### src/hdl/cftr_pkg.sv
// Types, identifiers and payload layouts shared by the CAN frame throttled repacker.
package cftr_pkg;

	localparam int NumSlots = 5;

	typedef logic [2:0]  slot_t;
	typedef logic [1:0]  part_t;
	typedef logic [15:0] interval_t;
	typedef logic [31:0] tick_t;
	typedef logic [28:0] can_id_t;

	localparam slot_t SLOT_ERPM_VOLTAGE = 3'd0;
	localparam slot_t SLOT_TEMPS        = 3'd1;
	localparam slot_t SLOT_FAN_PUMP     = 3'd2;
	localparam slot_t SLOT_DRIVE_ENABLE = 3'd3;
	localparam slot_t SLOT_VCU_ERROR    = 3'd4;

	localparam can_id_t ID_ERPM_VOLTAGE = 29'h241E;
	localparam can_id_t ID_TEMPS        = 29'h221E;
	localparam can_id_t ID_FAN_PUMP     = 29'h30A;
	localparam can_id_t ID_DRIVE_ENABLE = 29'h31A;
	localparam can_id_t ID_VCU_ERROR    = 29'h25;

	localparam interval_t INTERVAL_RESET [NumSlots] = '{
		16'd100, 16'd100, 16'd2000, 16'd100, 16'd100
	};

	localparam logic [7:0] PID_ERPM      = 8'h01;
	localparam logic [7:0] PID_VOLTAGE   = 8'h02;
	localparam logic [7:0] PID_TEMP_A    = 8'h22;
	localparam logic [7:0] PID_TEMP_B    = 8'h04;
	localparam logic [7:0] PID_TEMP_C    = 8'h03;
	localparam logic [7:0] PID_FAN       = 8'h11;
	localparam logic [7:0] PID_PUMP      = 8'h06;
	localparam logic [7:0] PID_DRIVE_VCU = 8'h05;

	localparam part_t PART_FIRST  = 2'd0;
	localparam part_t PART_SECOND = 2'd1;

	// Frame bytes that appear in some payload; byte 4 is never forwarded.
	typedef struct packed {
		logic [7:0] b0;
		logic [7:0] b1;
		logic [7:0] b2;
		logic [7:0] b3;
		logic [7:0] b5;
		logic [7:0] b6;
		logic [7:0] b7;
	} frame_bytes_t;

	typedef struct packed {
		logic [7:0] id;
		logic [2:0] length;
		logic [7:0] byte0;
		logic [7:0] byte1;
		logic [7:0] byte2;
		logic [7:0] byte3;
		logic       last;
	} telemetry_t;

	function automatic telemetry_t make_payload(slot_t slot, part_t part, frame_bytes_t fb);
		telemetry_t p;
		begin
			p = '0;
			case (slot)
				SLOT_ERPM_VOLTAGE: begin
					if (part == PART_FIRST) begin
						p.id = PID_ERPM; p.length = 3'd4;
						p.byte0 = fb.b0; p.byte1 = fb.b1; p.byte2 = fb.b2; p.byte3 = fb.b3;
					end else begin
						p.id = PID_VOLTAGE; p.length = 3'd2;
						p.byte0 = fb.b6; p.byte1 = fb.b7; p.last = 1'b1;
					end
				end
				SLOT_TEMPS: begin
					if (part == PART_FIRST) begin
						p.id = PID_TEMP_A; p.length = 3'd1; p.byte0 = fb.b0;
					end else if (part == PART_SECOND) begin
						p.id = PID_TEMP_B; p.length = 3'd2;
						p.byte0 = fb.b2; p.byte1 = fb.b3;
					end else begin
						p.id = PID_TEMP_C; p.length = 3'd2;
						p.byte0 = fb.b0; p.byte1 = fb.b1; p.last = 1'b1;
					end
				end
				SLOT_FAN_PUMP: begin
					if (part == PART_FIRST) begin
						p.id = PID_FAN; p.length = 3'd1; p.byte0 = fb.b0;
					end else begin
						p.id = PID_PUMP; p.length = 3'd1; p.byte0 = fb.b5; p.last = 1'b1;
					end
				end
				default: begin
					p.id = PID_DRIVE_VCU; p.length = 3'd1; p.byte0 = fb.b3; p.last = 1'b1;
				end
			endcase
			return p;
		end
	endfunction

endpackage

### src/hdl/can_frame_throttled_repacker_core.sv
// Top level of the CAN frame throttled repacker: throttle check, frame stage and payload output.
//
// Each request is one received CAN frame. The identifier is decoded and the throttle check
// (elapsed time against the configured interval) is made in the cycle the frame is taken, and
// the frame's last-sent time is updated in that same cycle, so frames may arrive back to back.
// A forwarded frame waits in a one-frame stage and leaves as one to three payload requests,
// one per cycle while the output is not stalled; the frame is registered in the frame stage
// and each payload in the output register before it appears. A frame that is dropped never
// enters the frame stage. The frame stage is the limit on rate: it holds a forwarded frame
// until its last payload is loaded, and the next frame can be taken in that same cycle.
module can_frame_throttled_repacker_core (
	input  logic         clk,
	input  logic         arst_n,
	input  logic         s_tvalid,
	output logic         s_tready,
	// frame_identifier[28:0], frame_byte0..frame_byte7[92:29], now_ms[124:93], zero[127:125]
	input  logic [127:0] s_tdata,
	output logic         m_tvalid,
	input  logic         m_tready,
	// payload_id[7:0], payload_length[10:8], payload_byte0..payload_byte3[42:11], zero[47:43]
	output logic [47:0]  m_tdata,
	output logic         m_tlast,
	input  logic         cfg_we,
	input  logic [2:0]   cfg_index,
	input  logic [15:0]  cfg_data
);

	cftr_pkg::can_id_t      in_ident;
	cftr_pkg::tick_t        in_now;
	cftr_pkg::frame_bytes_t in_bytes;
	cftr_pkg::slot_t        in_slot;
	logic                   in_hit;
	cftr_pkg::tick_t        elapsed;
	logic                   in_pass;
	logic                   accept;

	cftr_pkg::interval_t    interval_q [cftr_pkg::NumSlots];
	cftr_pkg::tick_t        last_sent_q [cftr_pkg::NumSlots];

	logic                   frame_valid_s1;
	cftr_pkg::slot_t        slot_s1;
	cftr_pkg::part_t        part_s1;
	cftr_pkg::frame_bytes_t bytes_s1;

	cftr_pkg::telemetry_t   cur_payload;
	logic                   out_load;
	logic                   frame_done;

	logic                   out_valid_q;
	cftr_pkg::telemetry_t   payload_q;

	assign in_ident    = s_tdata[28:0];
	assign in_bytes.b0 = s_tdata[36:29];
	assign in_bytes.b1 = s_tdata[44:37];
	assign in_bytes.b2 = s_tdata[52:45];
	assign in_bytes.b3 = s_tdata[60:53];
	assign in_bytes.b5 = s_tdata[76:69];
	assign in_bytes.b6 = s_tdata[84:77];
	assign in_bytes.b7 = s_tdata[92:85];
	assign in_now      = s_tdata[124:93];

	always_comb begin
		in_hit  = 1'b1;
		in_slot = cftr_pkg::SLOT_ERPM_VOLTAGE;
		case (in_ident)
			cftr_pkg::ID_ERPM_VOLTAGE: in_slot = cftr_pkg::SLOT_ERPM_VOLTAGE;
			cftr_pkg::ID_TEMPS:        in_slot = cftr_pkg::SLOT_TEMPS;
			cftr_pkg::ID_FAN_PUMP:     in_slot = cftr_pkg::SLOT_FAN_PUMP;
			cftr_pkg::ID_DRIVE_ENABLE: in_slot = cftr_pkg::SLOT_DRIVE_ENABLE;
			cftr_pkg::ID_VCU_ERROR:    in_slot = cftr_pkg::SLOT_VCU_ERROR;
			default:                   in_hit  = 1'b0;
		endcase
	end

	assign elapsed = in_now - last_sent_q[in_slot];
	assign in_pass = in_hit && (elapsed > {16'd0, interval_q[in_slot]});

	assign cur_payload = cftr_pkg::make_payload(slot_s1, part_s1, bytes_s1);
	assign out_load    = frame_valid_s1 && (!out_valid_q || m_tready);
	assign frame_done  = out_load && cur_payload.last;
	assign s_tready    = !frame_valid_s1 || frame_done;
	assign accept      = s_tvalid && s_tready;

	always_ff @(posedge clk or negedge arst_n) begin
		if (!arst_n) begin
			for (int i = 0; i < cftr_pkg::NumSlots; i++) begin
				interval_q[i]  <= cftr_pkg::INTERVAL_RESET[i];
				last_sent_q[i] <= '0;
			end
		end else begin
			if (cfg_we && (cfg_index < 3'(cftr_pkg::NumSlots))) begin
				interval_q[cfg_index] <= cfg_data;
			end
			if (accept && in_pass) begin
				last_sent_q[in_slot] <= in_now;
			end
		end
	end

	always_ff @(posedge clk or negedge arst_n) begin
		if (!arst_n) begin
			frame_valid_s1 <= 1'b0;
			part_s1        <= cftr_pkg::PART_FIRST;
		end else begin
			if (accept && in_pass) begin
				frame_valid_s1 <= 1'b1;
				part_s1        <= cftr_pkg::PART_FIRST;
			end else if (frame_done) begin
				frame_valid_s1 <= 1'b0;
			end else if (out_load) begin
				part_s1 <= part_s1 + 2'd1;
			end
		end
	end

	always_ff @(posedge clk) begin
		if (accept && in_pass) begin
			slot_s1  <= in_slot;
			bytes_s1 <= in_bytes;
		end
	end

	always_ff @(posedge clk or negedge arst_n) begin
		if (!arst_n) begin
			out_valid_q <= 1'b0;
		end else if (out_load) begin
			out_valid_q <= 1'b1;
		end else if (m_tready) begin
			out_valid_q <= 1'b0;
		end
	end

	always_ff @(posedge clk) begin
		if (out_load) begin
			payload_q <= cur_payload;
		end
	end

	assign m_tvalid = out_valid_q;
	assign m_tlast  = payload_q.last;
	assign m_tdata  = {5'd0, payload_q.byte3, payload_q.byte2, payload_q.byte1,
		payload_q.byte0, payload_q.length, payload_q.id};

endmodule

### config.mk
export PLATFORM = sky130hd
export DESIGN_NAME = can_frame_throttled_repacker_core
export DESIGN_NICKNAME = d
export VERILOG_FILES = /design/src/hdl/cftr_pkg.sv /design/src/hdl/can_frame_throttled_repacker_core.sv
export SDC_FILE = /design/constraint.sdc
export NUM_CORES = 1
export LEC_CHECK = 0
export BUFFER_PORTS_ARGS = -buffer_cell sky130_fd_sc_hd__buf_2
export CORE_AREA = 5 5 258 159
export CTS_BUF_LIST = sky130_fd_sc_hd__clkbuf_8
export CTS_CLUSTER_DIAMETER = 100
export CTS_CLUSTER_SIZE = 8
export DETAILED_ROUTE_END_ITERATION = 7
export DIE_AREA = 0 0 263 164
export HOLD_SLACK_MARGIN = 0.06
export PLACE_DENSITY = 0.67
export SKIP_CTS_REPAIR_TIMING = 1
export SLEW_MARGIN = 10
export SYNTH_ARGS = -nofsm -noshare
export SYNTH_HDL_FRONTEND = slang
export SYNTH_SLANG_ARGS = --single-unit
### constraint.sdc
create_clock -name clk -period 8.2 [get_ports clk]
set_input_delay 1.64 -clock clk [delete_from_list [all_inputs] [get_ports clk]]
set_output_delay 1.64 -clock clk [all_outputs]
set_load 0.005 [all_outputs]
; Yosys cells after proc, flatten, opt, wreduce, memory -nomap -nowiden
; Index checks and enable logic that the tools add are counted.
[word_totals]
ff_bits = 347
input_bits = 152
output_inout_bits = 51
elab_cells = 100
[op_classes]
add_sub_neg = 2
n_lt_le_gt_ge = 6
eq_ne = 9
n_mux = 32
n_bitwise = 2
reduce_logical = 21
[op_table]
columns = operator, n
row1 = $bwmux 160, 1
row2 = $bmux 32 s3, 1
row3 = $demux 32 s3, 1
row4 = $mux 32, 3
row5 = $bwmux 80, 1
row6 = $mux 16, 4
row7 = $eq 29x10->1 const B, 2
row8 = $eq 29x14->1 const B, 2
row9 = $pmux 19 s3, 1
row10 = $bmux 16 s3, 1
row11 = $demux 16 s3, 1
row12 = $gt 32x16->1, 1
row13 = $sub 32x32->32, 1
row14 = $eq 29x6->1 const B, 1
row15 = $mux 22, 1
row16 = $mux 21, 1
row17 = $mux 17, 1
row18 = $pmux 8 s2, 1
row19 = $pmux 3 s4, 1
row20 = $ge 4x4->1 const B, 2
row21 = $logic_and 1x1->1, 8
row22 = $lt 4x1->1 const B, 2
row23 = $mux 1, 8
row24 = $mux 8, 1
row25 = 17 further kinds, 25

; Logic depth before layout (Yosys ltp)
[logic_depth]
ltp_word = 12
mapped_depth = 30
ltp_nobuf = 28

; Least setup slack after synthesis
; OpenSTA, ideal clock, no wires.
[synth_path]
path_type = input-to-reg
start = input s_tdata[17]
end = register bytes_s1[0] (netlist bit) (enable)
setup_ns = 0.554
t_arrival_ns = 11.249
required_time_ns = 7.646
setup_slack_ns = -3.602
path_stages = 27
path_buffers = 4
cell_sequence = nor4_2 -> nand4_2 -> or2_2 -> or4_1 -> inv_1 -> clkbuf_1 -> clkbuf_1 -> buf_1 -> a21oi_1 -> ha_1 -> clkbuf_1 -> and3_1 -> a31oi_1 -> nand3_1 -> a21boi_0 -> o21ai_0 -> xor2_1 -> ha_1 -> nand4_1 -> nor3_1 -> a221oi_1 -> a31oi_1 -> a21oi_1 -> nand4bb_1 -> nor4_2 -> and4_1 -> nor3_1
[synth_between]
elab_chain_len = 10
word_cells_on_any_way = 19
cone_classes = add/sub: 1 / order compare: 1 / eq/ne: 5 / mux: 8 / bitwise: 1 / reduce/logical: 3
[synth_lines]
columns = item, line
row1 = start: declaration, can_frame_throttled_repacker_core.sv:17  ; input logic [127:0] s_tdata,
row2 = $eq 29x6->1 (tied with other cells), can_frame_throttled_repacker_core.sv:65  ; case (in_ident)
row3 = $pmux 3 s4, can_frame_throttled_repacker_core.sv:65
row4 = $not 3->4 (implied by the code), "can_frame_throttled_repacker_core.sv:75, can_frame_throttled_repacker_core.sv:76"
row5 = $bmux 32 s3, can_frame_throttled_repacker_core.sv:75  ; assign elapsed = in_now - last_sent_q[in_slot];
row6 = $mux 32 (implied by the code) (2 in series), can_frame_throttled_repacker_core.sv:75
row7 = $sub 32x32->32, can_frame_throttled_repacker_core.sv:75
row8 = $gt 32x16->1, can_frame_throttled_repacker_core.sv:76  ; assign in_pass = in_hit && (elapsed > {16'd0, interval_q[in_slot]});
row9 = $logic_and 1x1->1 (*), can_frame_throttled_repacker_core.sv:76
row10 = $logic_and 1x1->1 (*), can_frame_throttled_repacker_core.sv:117  ; if (accept && in_pass) begin
row11 = end signal: assignment, can_frame_throttled_repacker_core.sv:119  ; bytes_s1 <= in_bytes;
row12 = end: declaration, can_frame_throttled_repacker_core.sv:43  ; cftr_pkg::frame_bytes_t bytes_s1;
; Mark *: on every way between the ends. The rest lies on a longest branch, timed or not. The select of a mux whose other input is x is not followed.
; A chain may end at the register's enable or synchronous reset.

; Final worst setup path
[layout_path]
start = input s_tdata[12]
end = register last_sent_q[14] (netlist bit)
[layout_between]
elab_chain_len = 10
word_cells_on_any_way = 25
cone_classes = add/sub: 1 / order compare: 3 / eq/ne: 5 / mux: 11 / bitwise: 1 / reduce/logical: 4
[layout_lines]
columns = item, line
row1 = $eq 29x6->1 (tied with other cells), can_frame_throttled_repacker_core.sv:65
row2 = $pmux 3 s4, can_frame_throttled_repacker_core.sv:65
row3 = $not 3->4 (implied by the code), "can_frame_throttled_repacker_core.sv:75, can_frame_throttled_repacker_core.sv:76, can_frame_throttled_repacker_core.sv:95"
row4 = $bmux 32 s3, can_frame_throttled_repacker_core.sv:75
row5 = $mux 32 (implied by the code) (2 in series), can_frame_throttled_repacker_core.sv:75
row6 = $sub 32x32->32, can_frame_throttled_repacker_core.sv:75
row7 = $gt 32x16->1, can_frame_throttled_repacker_core.sv:76
row8 = $logic_and 1x1->1, can_frame_throttled_repacker_core.sv:76
row9 = $logic_and 1x1->1, can_frame_throttled_repacker_core.sv:94  ; if (accept && in_pass) begin
row10 = end signal: indexed assignment, can_frame_throttled_repacker_core.sv:95  ; last_sent_q[in_slot] <= in_now;
row11 = end: declaration, can_frame_throttled_repacker_core.sv:38  ; cftr_pkg::tick_t last_sent_q [cftr_pkg::NumSlots];
; Parallel ways exist; a longest one is shown, timed or not. The select of a mux whose other input is x is not followed.

==> impl_metrics.yaml <==
timing:
  drv_slew: 0
  min_period_over_period: 0.956
  rsz0062_at_grt: "no"
  hold_viol_final: 0
  fmax_mhz: 128
  fin_skew_ps: 47.9
  maxSlewHeadroom: 0.271
  worst_hold_slack_ps: 488
  setup_ws_ps: 359
  setup_viol_count_final: 0
  period_needed_ps: 7840
  worst_pin_slew_ps: 1090
floorplan:
  dieArea_mm2: 0.0431
  coreArea_mm2: 0.0385
  start_util: 0.453
  rows: 56
  ios: 203
  die_h_um: 164
  die_w_um: 263
synthesis:
  postSynth.asyncResetShare: 0.709
  ys_seq_area_frac: 0.524
  syn_area_per_cell_um2: 12.3
  synth-main-ff-cell: "dfrtp_1"
  yosysWarnings: 0
  ys_ff_latch: 344
  synth-edff-count: 100
  syn_area_mm2: 0.0174
  synth_cell_type_count: 74
  syn_inst: 1422
run_status:
  outcome: "completed"
power:
  p_leak_nw: 9.26
  p_per_area_mw_per_mm2: 173
  peakVddDrop_v: 0.000115
final_layout:
  nets: 1856
  drive_above_1_share: 0.296
  area_delta_synth_final_pct: 16.6
job:
  max-cap-violations: 0
route:
  post_drt_via_cell_ratio: 5.58
  drt_first_pass_iters: 5
  vias: 12400
  totalWireLength_um: 44700
  ant_nets: 0
  route.detailed.drc: 0
  route.detailed.wl_per_inst_um: 20.2
  drtIter0Drc: 944
place:
  portBuffers: 183
  dp_slack_ps: -152
  dp_hpwl_um: 32600
  gp_congestion: 0.929
global_routing:
  met3_usage: 0.0404
  grt_pass1_vias: 12400
  grt_max_degree: 144
  grtUsageMet1: 0.329
  grt_util_all_layers: 0.204
  grt_pass1_wl_um: 71100
  grt_antenna_before_repair: 3
  overflow: 0
  met2_usage: 0.286
  top_usage_layer: "met1"
clock_tree:
  cts.sinks: 344
  clock_latency_ps: 610
  numCtsBuffers: 48
  cts.reportedPaths.clkPinSlew_ps: 60
  root_buffer: "clkbuf_8"
  cts_max_level: 2
  cts_max_path_buffers: 3
  cts_tree: "done"
setup_path:
  arrival_ps: 8290
  crit_type: "in2reg"
  cp_slowest_cell: "or4_4"
  worst_path_largest_cell_delay_ps: 470
  r2r_slack_ps: 2330
  cp_common_cell: "a21oi_1"
  start_kind: "input port"
  worstRegToRegCells: 25
  endpoint_kind: "flop"
  required_ps: 8650
  path_max_fanout: 20
worst_hold_path:
  hold_class: "reg2reg"
  hold_depth: 1
## cell usage in the layout (no fill, tap or decap), types with 12 or more instances in the layout
cell | netlist | layout
mux2_1 | 150 | 150
mux2i_1 | 45 | 45
a21oi_1 | 102 | 102
nor2_1 | 47 | 46
dfstp_2 | 18 | 18
xnor2_1 | 13 | 13
buf_12 | 0 | 15
o21ai_0 | 64 | 63
clkbuf_8 | 0 | 48
mux2_2 | 133 | 133
inv_1 | 34 | 67
a21o_1 | 18 | 18
ha_1 | 50 | 50
buf_2 | 10 | 182
a221oi_1 | 14 | 14
nand2_1 | 78 | 78
dfrtp_1 | 226 | 226
nor3_1 | 21 | 18
nand4_1 | 21 | 21
buf_4 | 20 | 61
and2_1 | 18 | 17
nand3_1 | 12 | 12
edfxtp_1 | 100 | 100
a22oi_1 | 18 | 18
## cell families after synthesis
group / share of synthesized area
AOI/OAI and AO/OA: 0.107
xor gates and xnor gates: 0.00954
buffers and inverters: 0.0321
and+or+nand+nor: 0.0821
adders and majority gates: 0.0370
muxes: 0.209
DFF: 0.524
other: 0.000215
## power breakdown
group / internal (mW) / switching (mW) / leakage, nW
sequential: 1.86 / 0.0402 / 4.18
clock: 0.551 / 0.651 / 0.547
combinational: 0.196 / 0.212 / 4.54
## per-layer routing
layer  part of all wire  routed length (um)
met5            0.00025                  11
met1               0.51               22900
met3              0.059                2620
met4              0.011                 498
met2               0.42               18600
## Yosys cell counts (8+ instances only)
library cell	n	area, um2
a221oi_1	14	123
o21ai_0	64	320
mux2_2	133	1500
a222oi_1	8	80.1
nor2b_1	8	50.1
dfrtp_1	226	5660
nand2_1	78	293
nand2b_1	8	50.1
a211oi_1	10	75.1
nand3_1	12	60.1
ha_1	50	626
a21o_1	18	135
a21oi_1	102	510
xnor2_1	13	114
buf_1	8	30.0
buf_2	10	50.1
nand4_1	21	131
o211ai_1	9	67.6
nor3_1	21	105
dfstp_2	18	473
a22oi_1	18	135
clkbuf_1	44	165
inv_1	34	128
and2_1	18	113
mux2_1	150	1690
nor2_1	47	176
mux2i_1	45	450
buf_4	20	150
edfxtp_1	100	3000
## area by class of cell
class                   instances  area [um2]
clock inverters                37         176
diodes                          2        5.00
multi-input cells             965        7900
clock buffers                  48         661
inverters                      35         131
repair buffers                259        1680
fillers                      3325       18100
flip-flops and latches        344        9130
well taps                     522         653
## metrics by stage
stage	total power, mW	util	TNS, ps	area [um2]	instances
after floorplan	2.18	-	0	17600	1429
after global placement	2.32	0.507	0	19500	2125
after detailed placement	2.34	0.507	-15560	19500	2125
after CTS	3.56	0.529	0	20300	2210
after global routing	3.70	0.529	0	20300	2212
final	3.51	0.529	0	20300	2212
## critical path: cells and delay by family
family	cells	cell delay (ps)
muxes	1	340
adders and majority gates	2	640
AOI/OAI and AO/OA	10	1800
and+or+nand+nor	11	2730
xor gates and xnor gates	1	190
buffers and inverters	5	910
## state kept, by name, summed over array words and instances (netlist names)
signal and flops:
interval_q 80, bytes_s1 56, slot_s1 3, m_tdata 40, last_sent_q 160, part_s1 2
m_tlast 1, frame_valid_s1 1, m_tvalid 1
## path summary, 6_finish.rpt
kind | start | endpoint
setup / recovery | s_tdata[12] | last_sent_q[14]$_DFFE_PN0P_
hold / removal | last_sent_q[50]$_DFFE_PN0P_ | last_sent_q[50]$_DFFE_PN0P_
setup reg to reg | last_sent_q[96]$_DFFE_PN0P_ | last_sent_q[14]$_DFFE_PN0P_
hold reg to reg | last_sent_q[50]$_DFFE_PN0P_ | last_sent_q[50]$_DFFE_PN0P_
max in group asynchronous | arst_n | interval_q[32]$_DFFE_PN0P_
min in group asynchronous | arst_n | interval_q[77]$_DFFE_PN0P_
No activity file was read; power rests on OpenSTA's default activity.
